--- src/design/mips_execute_stage_unit_defines.svh ---
// assertion macros for the execute stage
// no dependencies
`ifndef MIPS_EXECUTE_STAGE_UNIT_DEFINES_SVH
`define MIPS_EXECUTE_STAGE_UNIT_DEFINES_SVH
`define MES_ASSERT_IMPL(label, clk, rst_n, a, c) \
	label: assert property (@(posedge clk) disable iff (!rst_n) (a) |-> (c)) \
		else $error("assertion failed");
`define MES_ASSERT_NEXT(label, clk, rst_n, a, c) \
	label: assert property (@(posedge clk) disable iff (!rst_n) (a) |=> (c)) \
		else $error("assertion failed");
`endif

--- src/design/mes_pkg.sv ---
// shared types and codes of the execute stage
// no dependencies
package mes_pkg;
	localparam logic [5:0] OP_RTYPE = 6'h00;
	localparam logic [5:0] OP_ADDI = 6'h08;
	localparam logic [5:0] OP_ADDIU = 6'h09;
	localparam logic [5:0] OP_ANDI = 6'h0C;
	localparam logic [5:0] OP_ORI = 6'h0D;
	localparam logic [5:0] OP_XORI = 6'h0E;
	localparam logic [5:0] OP_LUI = 6'h0F;
	localparam logic [5:0] OP_LB = 6'h20;
	localparam logic [5:0] OP_LH = 6'h21;
	localparam logic [5:0] OP_LW = 6'h23;
	localparam logic [5:0] OP_SB = 6'h28;
	localparam logic [5:0] OP_SH = 6'h29;
	localparam logic [5:0] OP_SW = 6'h2B;
	localparam logic [5:0] FN_SLL = 6'h00;
	localparam logic [5:0] FN_SRL = 6'h02;
	localparam logic [5:0] FN_SRA = 6'h03;
	localparam logic [5:0] FN_SYSCALL = 6'h0C;
	localparam logic [5:0] FN_MFHI = 6'h10;
	localparam logic [5:0] FN_MTHI = 6'h11;
	localparam logic [5:0] FN_MFLO = 6'h12;
	localparam logic [5:0] FN_MTLO = 6'h13;
	localparam logic [5:0] FN_MULT = 6'h18;
	localparam logic [5:0] FN_MULTU = 6'h19;
	localparam logic [5:0] FN_DIV = 6'h1A;
	localparam logic [5:0] FN_DIVU = 6'h1B;
	localparam logic [5:0] FN_ADD = 6'h20;
	localparam logic [5:0] FN_ADDU = 6'h21;
	localparam logic [5:0] FN_SUB = 6'h22;
	localparam logic [5:0] FN_SUBU = 6'h23;
	localparam logic [5:0] FN_AND = 6'h24;
	localparam logic [5:0] FN_OR = 6'h25;
	localparam logic [5:0] FN_XOR = 6'h26;
	localparam logic [5:0] FN_NOR = 6'h27;
	localparam logic [5:0] FN_SLT = 6'h2A;
	localparam logic [1:0] MEM_NONE = 2'd0;
	localparam logic [1:0] MEM_LOAD = 2'd1;
	localparam logic [1:0] MEM_STORE = 2'd2;
	localparam logic [1:0] SIZE_BYTE = 2'd0;
	localparam logic [1:0] SIZE_HALF = 2'd1;
	localparam logic [1:0] SIZE_WORD = 2'd2;
	localparam logic [1:0] ST_OK = 2'd0;
	localparam logic [1:0] ST_HALT = 2'd1;
	localparam logic [1:0] ST_UNSUP = 2'd2;
	localparam logic [1:0] ST_DIVZ = 2'd3;

	typedef enum logic [1:0] {
		KIND_SIMPLE,
		KIND_MUL,
		KIND_DIV
	} op_kind_t;

	typedef struct packed {
		logic     load;
		logic     start_mul;
		logic     start_div;
		logic     mul_step;
		logic     div_step;
		logic     finish;
		logic     out_take;
	} cmd_t;

	typedef struct packed {
		op_kind_t kind;
		logic     mul_ready;
		logic     div_last;
	} sts_t;

	typedef struct packed {
		logic [31:0] alu_result;
		logic [31:0] store_data;
		logic [4:0]  dest_reg;
		logic        write_enable;
		logic [1:0]  mem_kind;
		logic [1:0]  mem_size;
		logic [1:0]  status;
	} result_t;
endpackage

--- src/design/mes_if.sv ---
// valid/ready channel interfaces for the execute stage
// no dependencies
interface mes_in_if;
	logic        valid;
	logic        ready;
	logic [31:0] instruction;
	logic [31:0] operand_a;
	logic [31:0] operand_b;
	modport source(output valid, instruction, operand_a, operand_b, input ready);
	modport sink(input valid, instruction, operand_a, operand_b, output ready);
endinterface

interface mes_out_if;
	logic        valid;
	logic        ready;
	logic [31:0] alu_result;
	logic [31:0] store_data;
	logic [4:0]  dest_reg;
	logic        write_enable;
	logic [1:0]  mem_kind;
	logic [1:0]  mem_size;
	logic [1:0]  status;
	modport source(output valid, alu_result, store_data, dest_reg, write_enable,
		mem_kind, mem_size, status, input ready);
	modport sink(input valid, alu_result, store_data, dest_reg, write_enable,
		mem_kind, mem_size, status, output ready);
endinterface

--- src/design/mes_datapath.sv ---
// execute datapath: decode, alu, hi/lo, multiplier in 16-bit pieces, radix-2 divider
// depends on mes_pkg
module mes_datapath (
	input  logic            clk,
	input  logic            arst_n,
	input  mes_pkg::cmd_t   cmd,
	output mes_pkg::sts_t   sts,
	input  logic [31:0]     instruction,
	input  logic [31:0]     operand_a,
	input  logic [31:0]     operand_b,
	output mes_pkg::result_t res
);
	logic [31:0] ir_q, a_q, b_q, hi_q, lo_q;
	mes_pkg::result_t simple_c, res_q;
	logic mtlo_c, mthi_c;
	mes_pkg::op_kind_t kind_c;
	logic [5:0] opc, fn;
	logic [31:0] imm_z, ea;

	// multiplier: four 16x16 partial products, magnitudes, sign fixed at the end
	logic [31:0] ma_q, mb_q;
	logic        mneg_q;
	logic [1:0]  mcnt_q;
	logic [63:0] macc_q;
	logic [31:0] pp;
	logic [15:0] pa, pb;
	logic [5:0]  mshift;
	logic [63:0] mprod;

	// divider
	logic [31:0] dq_q, dr_q, dd_q;
	logic [4:0]  dcnt_q;
	logic        dnq_q, dnr_q;
	logic [32:0] dtrial;

	assign opc = ir_q[31:26];
	assign fn = ir_q[5:0];
	assign imm_z = {16'h0, ir_q[15:0]};
	assign ea = a_q + {{16{ir_q[15]}}, ir_q[15:0]};

	always_comb begin
		simple_c = '0;
		mthi_c = 1'b0;
		mtlo_c = 1'b0;
		kind_c = mes_pkg::KIND_SIMPLE;
		if (opc == mes_pkg::OP_RTYPE) begin
			simple_c.dest_reg = ir_q[15:11];
			simple_c.write_enable = 1'b1;
			unique case (fn)
				mes_pkg::FN_ADD, mes_pkg::FN_ADDU: simple_c.alu_result = a_q + b_q;
				mes_pkg::FN_SUB, mes_pkg::FN_SUBU: simple_c.alu_result = a_q - b_q;
				mes_pkg::FN_AND: simple_c.alu_result = a_q & b_q;
				mes_pkg::FN_OR:  simple_c.alu_result = a_q | b_q;
				mes_pkg::FN_XOR: simple_c.alu_result = a_q ^ b_q;
				mes_pkg::FN_NOR: simple_c.alu_result = ~(a_q | b_q);
				mes_pkg::FN_SLT:
					simple_c.alu_result = {31'h0, $signed(a_q) < $signed(b_q)};
				mes_pkg::FN_SLL: simple_c.alu_result = b_q << ir_q[10:6];
				mes_pkg::FN_SRL: simple_c.alu_result = b_q >> ir_q[10:6];
				mes_pkg::FN_SRA:
					simple_c.alu_result = $unsigned($signed(b_q) >>> ir_q[10:6]);
				mes_pkg::FN_SYSCALL: begin
					simple_c.write_enable = 1'b0;
					simple_c.status = mes_pkg::ST_HALT;
				end
				mes_pkg::FN_MFHI: simple_c.alu_result = hi_q;
				mes_pkg::FN_MFLO: simple_c.alu_result = lo_q;
				mes_pkg::FN_MTHI: begin
					simple_c.write_enable = 1'b0;
					mthi_c = 1'b1;
				end
				mes_pkg::FN_MTLO: begin
					simple_c.write_enable = 1'b0;
					mtlo_c = 1'b1;
				end
				mes_pkg::FN_MULT, mes_pkg::FN_MULTU: begin
					simple_c.write_enable = 1'b0;
					kind_c = mes_pkg::KIND_MUL;
				end
				mes_pkg::FN_DIV, mes_pkg::FN_DIVU: begin
					simple_c.write_enable = 1'b0;
					if (b_q == 32'h0) simple_c.status = mes_pkg::ST_DIVZ;
					else kind_c = mes_pkg::KIND_DIV;
				end
				default: begin
					simple_c.dest_reg = '0;
					simple_c.write_enable = 1'b0;
					simple_c.status = mes_pkg::ST_UNSUP;
				end
			endcase
		end else begin
			simple_c.dest_reg = ir_q[20:16];
			simple_c.write_enable = 1'b1;
			unique case (opc)
				mes_pkg::OP_ADDI, mes_pkg::OP_ADDIU: simple_c.alu_result = ea;
				mes_pkg::OP_ANDI: simple_c.alu_result = a_q & imm_z;
				mes_pkg::OP_ORI:  simple_c.alu_result = a_q | imm_z;
				mes_pkg::OP_XORI: simple_c.alu_result = a_q ^ imm_z;
				mes_pkg::OP_LUI:  simple_c.alu_result = {ir_q[15:0], 16'h0};
				mes_pkg::OP_LB, mes_pkg::OP_LH, mes_pkg::OP_LW,
				mes_pkg::OP_SB, mes_pkg::OP_SH, mes_pkg::OP_SW: begin
					simple_c.alu_result = ea;
					simple_c.store_data = b_q;
					simple_c.mem_kind = opc[3] ? mes_pkg::MEM_STORE : mes_pkg::MEM_LOAD;
					simple_c.write_enable = !opc[3];
					simple_c.mem_size = (opc[1:0] == 2'b00) ? mes_pkg::SIZE_BYTE :
						(opc[1:0] == 2'b01) ? mes_pkg::SIZE_HALF : mes_pkg::SIZE_WORD;
				end
				default: begin
					simple_c.dest_reg = '0;
					simple_c.write_enable = 1'b0;
					simple_c.status = mes_pkg::ST_UNSUP;
				end
			endcase
		end
	end

	assign sts.kind = kind_c;
	assign sts.mul_ready = (mcnt_q == 2'd3);
	assign sts.div_last = (dcnt_q == 5'd0);

	// step order: lo*lo, hi*lo, lo*hi, hi*hi
	assign pa = mcnt_q[0] ? ma_q[31:16] : ma_q[15:0];
	assign pb = mcnt_q[1] ? mb_q[31:16] : mb_q[15:0];
	assign pp = {16'h0, pa} * {16'h0, pb};
	assign mshift = {mcnt_q[1] & mcnt_q[0], mcnt_q[1] ^ mcnt_q[0], 4'h0};
	assign mprod = mneg_q ? 64'h0 - macc_q : macc_q;
	assign dtrial = {dr_q, dq_q[31]} - {1'b0, dd_q};

	always_ff @(posedge clk) begin
		if (cmd.load) begin
			ir_q <= instruction;
			a_q <= operand_a;
			b_q <= operand_b;
		end
		if (cmd.start_mul) begin
			ma_q <= (fn == mes_pkg::FN_MULT && a_q[31]) ? 32'h0 - a_q : a_q;
			mb_q <= (fn == mes_pkg::FN_MULT && b_q[31]) ? 32'h0 - b_q : b_q;
			mneg_q <= (fn == mes_pkg::FN_MULT) && (a_q[31] ^ b_q[31]);
			macc_q <= '0;
		end
		if (cmd.mul_step) macc_q <= macc_q + ({32'h0, pp} << mshift);
		if (cmd.start_div) begin
			dnr_q <= (fn == mes_pkg::FN_DIV) && a_q[31];
			dnq_q <= (fn == mes_pkg::FN_DIV) && (a_q[31] ^ b_q[31]);
			dq_q <= (fn == mes_pkg::FN_DIV && a_q[31]) ? 32'h0 - a_q : a_q;
			dd_q <= (fn == mes_pkg::FN_DIV && b_q[31]) ? 32'h0 - b_q : b_q;
			dr_q <= '0;
		end
		if (cmd.div_step) begin
			if (!dtrial[32]) begin
				dr_q <= dtrial[31:0];
				dq_q <= {dq_q[30:0], 1'b1};
			end else begin
				dr_q <= {dr_q[30:0], dq_q[31]};
				dq_q <= {dq_q[30:0], 1'b0};
			end
		end
		if (cmd.finish) res_q <= simple_c;
	end

	// step counters and hi/lo
	always_ff @(posedge clk or negedge arst_n) begin
		if (!arst_n) begin
			mcnt_q <= '0;
			dcnt_q <= '0;
			hi_q <= '0;
			lo_q <= '0;
		end else begin
			if (cmd.start_mul) mcnt_q <= '0;
			else if (cmd.mul_step) mcnt_q <= mcnt_q + 2'd1;
			if (cmd.start_div) dcnt_q <= 5'd31;
			else if (cmd.div_step) dcnt_q <= dcnt_q - 5'd1;
			if (cmd.finish) begin
				if (mthi_c) hi_q <= a_q;
				if (mtlo_c) lo_q <= a_q;
				if (kind_c == mes_pkg::KIND_MUL) begin
					hi_q <= mprod[63:32];
					lo_q <= mprod[31:0];
				end
				if (kind_c == mes_pkg::KIND_DIV) begin
					lo_q <= dnq_q ? 32'h0 - dq_q : dq_q;
					hi_q <= dnr_q ? 32'h0 - dr_q : dr_q;
				end
			end
		end
	end

	assign res = res_q;
endmodule

--- src/design/mes_ctrl.sv ---
// execute controller: load, multiply/divide sequencing, output hold
// depends on mes_pkg
module mes_ctrl (
	input  logic          clk,
	input  logic          arst_n,
	input  logic          in_valid,
	output logic          in_ready,
	output logic          out_valid,
	input  logic          out_ready,
	input  mes_pkg::sts_t sts,
	output mes_pkg::cmd_t cmd
);
	typedef enum logic [2:0] {
		S_IDLE,
		S_DECODE,
		S_MUL,
		S_DIV,
		S_DONE
	} state_t;
	state_t state_q;
	logic out_full_q;

	assign in_ready = (state_q == S_IDLE) && (!out_full_q || out_ready);
	assign out_valid = out_full_q;

	always_comb begin
		cmd = '0;
		cmd.load = in_valid && in_ready;
		cmd.start_mul = (state_q == S_DECODE) && (sts.kind == mes_pkg::KIND_MUL);
		cmd.start_div = (state_q == S_DECODE) && (sts.kind == mes_pkg::KIND_DIV);
		cmd.mul_step = (state_q == S_MUL);
		cmd.div_step = (state_q == S_DIV);
		cmd.finish = ((state_q == S_DECODE) && (sts.kind == mes_pkg::KIND_SIMPLE))
			|| (state_q == S_DONE);
		cmd.out_take = out_valid && out_ready;
	end

	always_ff @(posedge clk or negedge arst_n) begin
		if (!arst_n) begin
			state_q <= S_IDLE;
			out_full_q <= 1'b0;
		end else begin
			if (cmd.finish) out_full_q <= 1'b1;
			else if (cmd.out_take) out_full_q <= 1'b0;
			unique case (state_q)
				S_IDLE: if (cmd.load) state_q <= S_DECODE;
				S_DECODE: begin
					unique case (sts.kind)
						mes_pkg::KIND_MUL: state_q <= S_MUL;
						mes_pkg::KIND_DIV: state_q <= S_DIV;
						default: state_q <= S_IDLE;
					endcase
				end
				S_MUL: if (sts.mul_ready) state_q <= S_DONE;
				S_DIV: if (sts.div_last) state_q <= S_DONE;
				S_DONE: state_q <= S_IDLE;
				default: state_q <= S_IDLE;
			endcase
		end
	end
endmodule

--- src/design/mes_core.sv ---
// joins controller and datapath and drives the channels
// depends on mes_pkg, mes_ctrl, mes_datapath
module mes_core (
	input  logic             clk,
	input  logic             arst_n,
	input  logic             in_valid,
	output logic             in_ready,
	input  logic [31:0]      instruction,
	input  logic [31:0]      operand_a,
	input  logic [31:0]      operand_b,
	output logic             out_valid,
	input  logic             out_ready,
	output mes_pkg::result_t res
);
	mes_pkg::cmd_t cmd;
	mes_pkg::sts_t sts;

	mes_ctrl u_ctrl (.clk, .arst_n, .in_valid, .in_ready, .out_valid, .out_ready,
		.sts, .cmd);
	mes_datapath u_dp (.clk, .arst_n, .cmd, .sts, .instruction, .operand_a,
		.operand_b, .res);
endmodule

--- src/design/mips_execute_stage_unit.sv ---
// Executes one MIPS32 integer instruction per item and gives one result item. For simple
// instructions the result is registered in the cycle after acceptance. MULT/MULTU pass
// through S_DECODE, S_MUL (four 16x16 partial products through one multiplier, one per
// cycle) and S_DONE; DIV/DIVU pass through S_DECODE, S_DIV (one quotient bit per cycle in
// a restoring divider) and S_DONE. One item is in flight at a time: the next item is
// accepted only once the previous one has finished and its result is taken or being taken
// in the same cycle. HI and LO reset to zero.
// depends on mes_pkg, mes_if, mes_core, mips_execute_stage_unit_defines.svh
`include "mips_execute_stage_unit_defines.svh"
module mips_execute_stage_unit (
	input  logic       clk,
	input  logic       arst_n,
	mes_in_if.sink     in_ch,
	mes_out_if.source  out_ch
);
	mes_pkg::result_t res;

	mes_core u_core (.clk, .arst_n, .in_valid(in_ch.valid), .in_ready(in_ch.ready),
		.instruction(in_ch.instruction), .operand_a(in_ch.operand_a),
		.operand_b(in_ch.operand_b), .out_valid(out_ch.valid), .out_ready(out_ch.ready),
		.res);

	assign out_ch.alu_result = res.alu_result;
	assign out_ch.store_data = res.store_data;
	assign out_ch.dest_reg = res.dest_reg;
	assign out_ch.write_enable = res.write_enable;
	assign out_ch.mem_kind = res.mem_kind;
	assign out_ch.mem_size = res.mem_size;
	assign out_ch.status = res.status;

	`MES_ASSERT_NEXT(a_out_hold, clk, arst_n, out_ch.valid && !out_ch.ready,
		out_ch.valid && $stable(res))
	`MES_ASSERT_IMPL(a_unsup_clean, clk, arst_n,
		out_ch.valid && res.status == mes_pkg::ST_UNSUP,
		!res.write_enable && res.mem_kind == mes_pkg::MEM_NONE)
	`MES_ASSERT_IMPL(a_store_no_we, clk, arst_n,
		out_ch.valid && res.mem_kind == mes_pkg::MEM_STORE, !res.write_enable)
endmodule

--- src/flat_wrapper.sv ---
// flat-port wrapper written by rule: the top's interface ports become plain ports
module mips_execute_stage_unit_flat 
  (clk, arst_n, in_ch_valid, in_ch_instruction, in_ch_operand_a, in_ch_operand_b, in_ch_ready, out_ch_valid, out_ch_alu_result, out_ch_store_data, out_ch_dest_reg, out_ch_write_enable, out_ch_mem_kind, out_ch_mem_size, out_ch_status, out_ch_ready);
  mes_in_if in_ch_i ();
  mes_out_if out_ch_i ();
  input  logic clk;
  input  logic arst_n;
  input wire logic [$bits(in_ch_i.valid)-1:0] in_ch_valid;
  input wire logic [$bits(in_ch_i.instruction)-1:0] in_ch_instruction;
  input wire logic [$bits(in_ch_i.operand_a)-1:0] in_ch_operand_a;
  input wire logic [$bits(in_ch_i.operand_b)-1:0] in_ch_operand_b;
  output wire logic [$bits(in_ch_i.ready)-1:0] in_ch_ready;
  output wire logic [$bits(out_ch_i.valid)-1:0] out_ch_valid;
  output wire logic [$bits(out_ch_i.alu_result)-1:0] out_ch_alu_result;
  output wire logic [$bits(out_ch_i.store_data)-1:0] out_ch_store_data;
  output wire logic [$bits(out_ch_i.dest_reg)-1:0] out_ch_dest_reg;
  output wire logic [$bits(out_ch_i.write_enable)-1:0] out_ch_write_enable;
  output wire logic [$bits(out_ch_i.mem_kind)-1:0] out_ch_mem_kind;
  output wire logic [$bits(out_ch_i.mem_size)-1:0] out_ch_mem_size;
  output wire logic [$bits(out_ch_i.status)-1:0] out_ch_status;
  input wire logic [$bits(out_ch_i.ready)-1:0] out_ch_ready;
  assign in_ch_i.valid = in_ch_valid;
  assign in_ch_i.instruction = in_ch_instruction;
  assign in_ch_i.operand_a = in_ch_operand_a;
  assign in_ch_i.operand_b = in_ch_operand_b;
  assign in_ch_ready = in_ch_i.ready;
  assign out_ch_valid = out_ch_i.valid;
  assign out_ch_alu_result = out_ch_i.alu_result;
  assign out_ch_store_data = out_ch_i.store_data;
  assign out_ch_dest_reg = out_ch_i.dest_reg;
  assign out_ch_write_enable = out_ch_i.write_enable;
  assign out_ch_mem_kind = out_ch_i.mem_kind;
  assign out_ch_mem_size = out_ch_i.mem_size;
  assign out_ch_status = out_ch_i.status;
  assign out_ch_i.ready = out_ch_ready;
  mips_execute_stage_unit u_core (.clk(clk), .arst_n(arst_n), .in_ch(in_ch_i), .out_ch(out_ch_i));
endmodule
--- config.mk ---
export PLATFORM = sky130hd
export DESIGN_NAME = mips_execute_stage_unit_flat
export DESIGN_NICKNAME = d
export VERILOG_FILES = /design/src/design/mes_pkg.sv /design/src/design/mes_if.sv /design/src/design/mes_datapath.sv /design/src/design/mes_ctrl.sv /design/src/design/mes_core.sv /design/src/design/mips_execute_stage_unit.sv /design/src/flat_wrapper.sv
export VERILOG_INCLUDE_DIRS = /design/src /design/src/design
export SDC_FILE = /design/constraint.sdc
export NUM_CORES = 2
export LEC_CHECK = 0
export BUFFER_PORTS_ARGS = -buffer_cell sky130_fd_sc_hd__buf_2
export CORE_MARGIN = 8
export CORE_UTILIZATION = 58
export DETAILED_ROUTE_END_ITERATION = 8
export GPL_TIMING_DRIVEN = 1
export PLACE_DENSITY = 0.78
export SYNTH_ARGS = -nofsm -noshare
export SYNTH_HDL_FRONTEND = slang
export SYNTH_SLANG_ARGS = --single-unit
--- constraint.sdc ---
create_clock -name clk -period 9.2 [get_ports clk]
set_input_delay 2.76 -clock clk [delete_from_list [all_inputs] [get_ports clk]]
set_output_delay 2.76 -clock clk [all_outputs]
set_load 0.05 [all_outputs]
==> flow_metrics.py <==
metrics = {
    "run_status": {
        "outcome": "finished, violations left",
        "violations": "max-capacitance violations, max-slew violations",
    },
    "synthesis": {
        "synth_cell_type_count": 87,
        "ys_seq_elements": 469,
        "synth_area_leaders": "edfxtp_1 24%, ha_1 9.1%, fa_1 8.2%",
        "synth_ff_type": "edfxtp_1",
        "yosys_warnings": 0,
        "ys_seq_area_share_pct": 28.2,
        "synth-edff-count": 394,
        "synth.cell_area_um2": 48700,
        "async_flop_share_pct": 16.0,
        "synthCells": 5611,
        "syn_nets": 6264,
        "synth_area_per_cell_um2": 8.67,
        "yosys.area.top_type": "edfxtp_1",
        "synth_top_area_share_pct": 24.3,
    },
    "critical_path": {
        "path_class": "register to register",
        "critPathSlowestCell": "fa_1",
        "cp_num_buf_inv": 10,
        "cp.required_ps": 9600,
        "cp-end-kind": "register",
        "path_max_fanout": 5,
        "cp_data_arrival_time_ps": 9530,
        "critical_path.startpoint_type": "register",
        "max_stage_delay_ps": 570,
        "worstRegToRegCells": 37,
        "worst-path-stages": 37,
        "crit_family": "adder cells",
        "cpMostUsedCell": "fa_1",
    },
    "cells_and_area": {
        "num-fill-cells": 6742,
        "fin_util_pct": 67.0,
        "syn2layout_area_growth_pct": 14.9,
        "multi_input_area_um2": 33200,
        "nNetsFinal": 6590,
        "drive_gt1_share_pct": 16.6,
        "largest_register_ffs": 76,
        "ff_latch_area_um2": 13700,
    },
    "pwr": {
        "combPwrFrac_pct": 69.1,
        "power.switching_mw": 6.89,
        "swShare_pct": 45.1,
        "peakVddDrop_uv": 922,
        "p_seq_share_pct": 16.1,
        "p_int_mw": 8.40,
        "power_density_nw_per_um2": 273,
        "clkPwrFrac_pct": 14.8,
        "p_leak_nw": 23.1,
    },
    "clock_tree": {
        "path_clk_slew_ps": 70,
        "clock_latency_ps": 680,
        "h-tree-depth": 2,
        "numCtsBuffers": 54,
        "cts_sinks": 469,
        "cts_tree": "yes",
        "clk_path_buf_depth": 3,
        "cts_root_buf": "clkbuf_16",
    },
    "die": {
        "dieArea_um2": 93400,
        "die_w_um": 306,
        "io_pins": 178,
        "die_h_um": 306,
        "core_area_um2": 83400,
        "start_util_pct": 58.3,
        "fp-row-count": 106,
    },
    "detailed_routing": {
        "first_pass_iters": 7,
        "wl_um": 199000,
        "drt_iter0_markers": 7184,
        "wl_per_cell_um": 28.2,
        "drc": 0,
        "routed_via_density": 6.75,
        "drtAntennaViolNets": 0,
        "via_count": 47700,
    },
    "sta": {
        "grt_setup_unrepaired": "true",
        "slew_violations": 3,
        "fin_crit_sh_pct": 99.3,
        "worst_pin_slew_ps": 1590,
        "finalCriticalPeriod_ps": 9130,
        "setup_viol": 0,
        "hold_ws_ps": 486,
        "slew_headroom_pct": -6.68,
        "finClkSkew_ps": 38.5,
        "max_freq_mhz": 109,
        "hold_viol": 0,
    },
    "flow_run": {
        "max-cap-violations": 1,
    },
    "grt": {
        "grt_max_degree": 78,
        "grt_overflow_total": 0,
        "grt_pass1_wl_um": 284000,
        "antenna_found_initial": 23,
        "grt_pass1_vias": 43400,
        "grt_use_total_pct": 40.2,
    },
    "hold_path": {
        "min_path_type": "register to register",
        "holdPathStages": 2,
    },
    "placement": {
        "port_buffers": 172,
        "gp_congestion": 1.11,
        "place_hpwl_um": 153000,
    },
}
## area by class of cell
class	count	area share, %
diodes	9	0.0403
clock inverters	35	0.613
well taps	1080	2.42
repair buffers	592	7.54
inverters	424	2.85
multi-input cells	4396	59.4
clock buffers	63	2.63
flip-flops and latches	469	24.5
## power by group through the flow
| stage | clock [mW] | sequential, mW | combinational (mW) |
|---|---|---|---|
| 6_report | 2.26 | 2.47 | 10.6 |
| 2_1_floorplan | 0 | 2.58 | 5.19 |
| 3_5_place_dp | 0 | 2.50 | 8.89 |
| 5_1_grt | 2.34 | 2.47 | 11.2 |
| 3_3_place_gp | 0 | 2.50 | 8.78 |
| 4_1_cts | 2.27 | 2.46 | 9.08 |
## cell usage after synthesis, drive strengths merged, types with 75 or more instances
master    n
edfxtp  394
nor3    103
ha      354
inv     413
a21o    109
mux2i   119
fa      199
nand3    93
dfrtp    75
nor2    612
xor2    120
xnor2   269
nand2   605
o21ai   386
a21oi   359
a211oi   96
clkbuf  273
## stage by stage
stage	area [µm²]	power (mW)	setup WS [ps]	setup TNS, ps	std cells
final	55900	15.3	66.3	0	7068
after CTS	54700	13.8	7.91	0	7023
after detailed placement	52700	11.4	-213	-1900	6923
after global placement	52700	11.3	-104	-613	6923
after global routing	55900	16.0	-166	-899	7059
after floorplan	48700	7.77	22.9	0	5611
## per-layer routing
metal,track usage [%],vias up,part of all wire [%],wire (µm)
met3,16.3,645,15,30800
li1,-,20700,-,-
met2,56.9,3420,41,82000
met5,0,-,0.063,125
met1,54.8,22900,38,76400
met4,15.4,18,4.9,9790
## tightest hold or removal path, cell delays in order (launching register included)
cell and delay [ps]:
dfrtp_1 340, nand2_1 50, o21ai_0 60
## worst paths after layout
check,start,endpoint,slack [ps]
max reg2reg,u_core.u_core.u_dp.mcnt_q[1],u_core.u_core.u_dp.macc_q[52],70
min reg2reg,u_core.u_core.u_dp.lo_q[18],u_core.u_core.u_dp.lo_q[18],490
max in group asynchronous,arst_n,u_core.u_core.u_dp.mcnt_q[1],6140
min,u_core.u_core.u_dp.lo_q[18],u_core.u_core.u_dp.lo_q[18],490
min in group asynchronous,arst_n,u_core.u_core.u_dp.hi_q[27],2000
max,u_core.u_core.u_dp.mcnt_q[1],u_core.u_core.u_dp.macc_q[52],70
## placed cells by master, fill, tap and decap left out, drive strengths merged, types with 38 or more instances in the layout
cell / netlist / layout
a211oi: 96 / 96
a21o: 109 / 109
a21oi: 359 / 359
and2: 38 / 38
buf: 49 / 590
clkbuf: 273 / 65
dfrtp: 75 / 75
edfxtp: 394 / 394
fa: 199 / 199
ha: 354 / 354
inv: 413 / 423
mux2i: 119 / 119
mux4: 57 / 57
nand2: 605 / 605
nand2b: 50 / 50
nand3: 93 / 93
nand4: 41 / 41
nor2: 612 / 612
nor3: 103 / 103
nor4: 66 / 66
o21ai: 386 / 386
o21bai: 42 / 42
o31ai: 61 / 61
or3: 54 / 54
xnor2: 269 / 269
xor2: 120 / 120
## cells by family after synthesis
group | synth area share, %
simple gates | 16.5
compound gates | 19.3
buf+inv | 5.79
fa+ha+maj | 17.3
flops | 28.2
xor+xnor | 7.00
mux | 5.94
## repair_timing
action,CTS,global route
endpoints found under the setup margin,20,31
resized for setup,23,191
pin swaps,8,78
cloned,0,2
hold buffers,0,0
buffers inserted,2,34
Power figures use the tool's default switching activity.
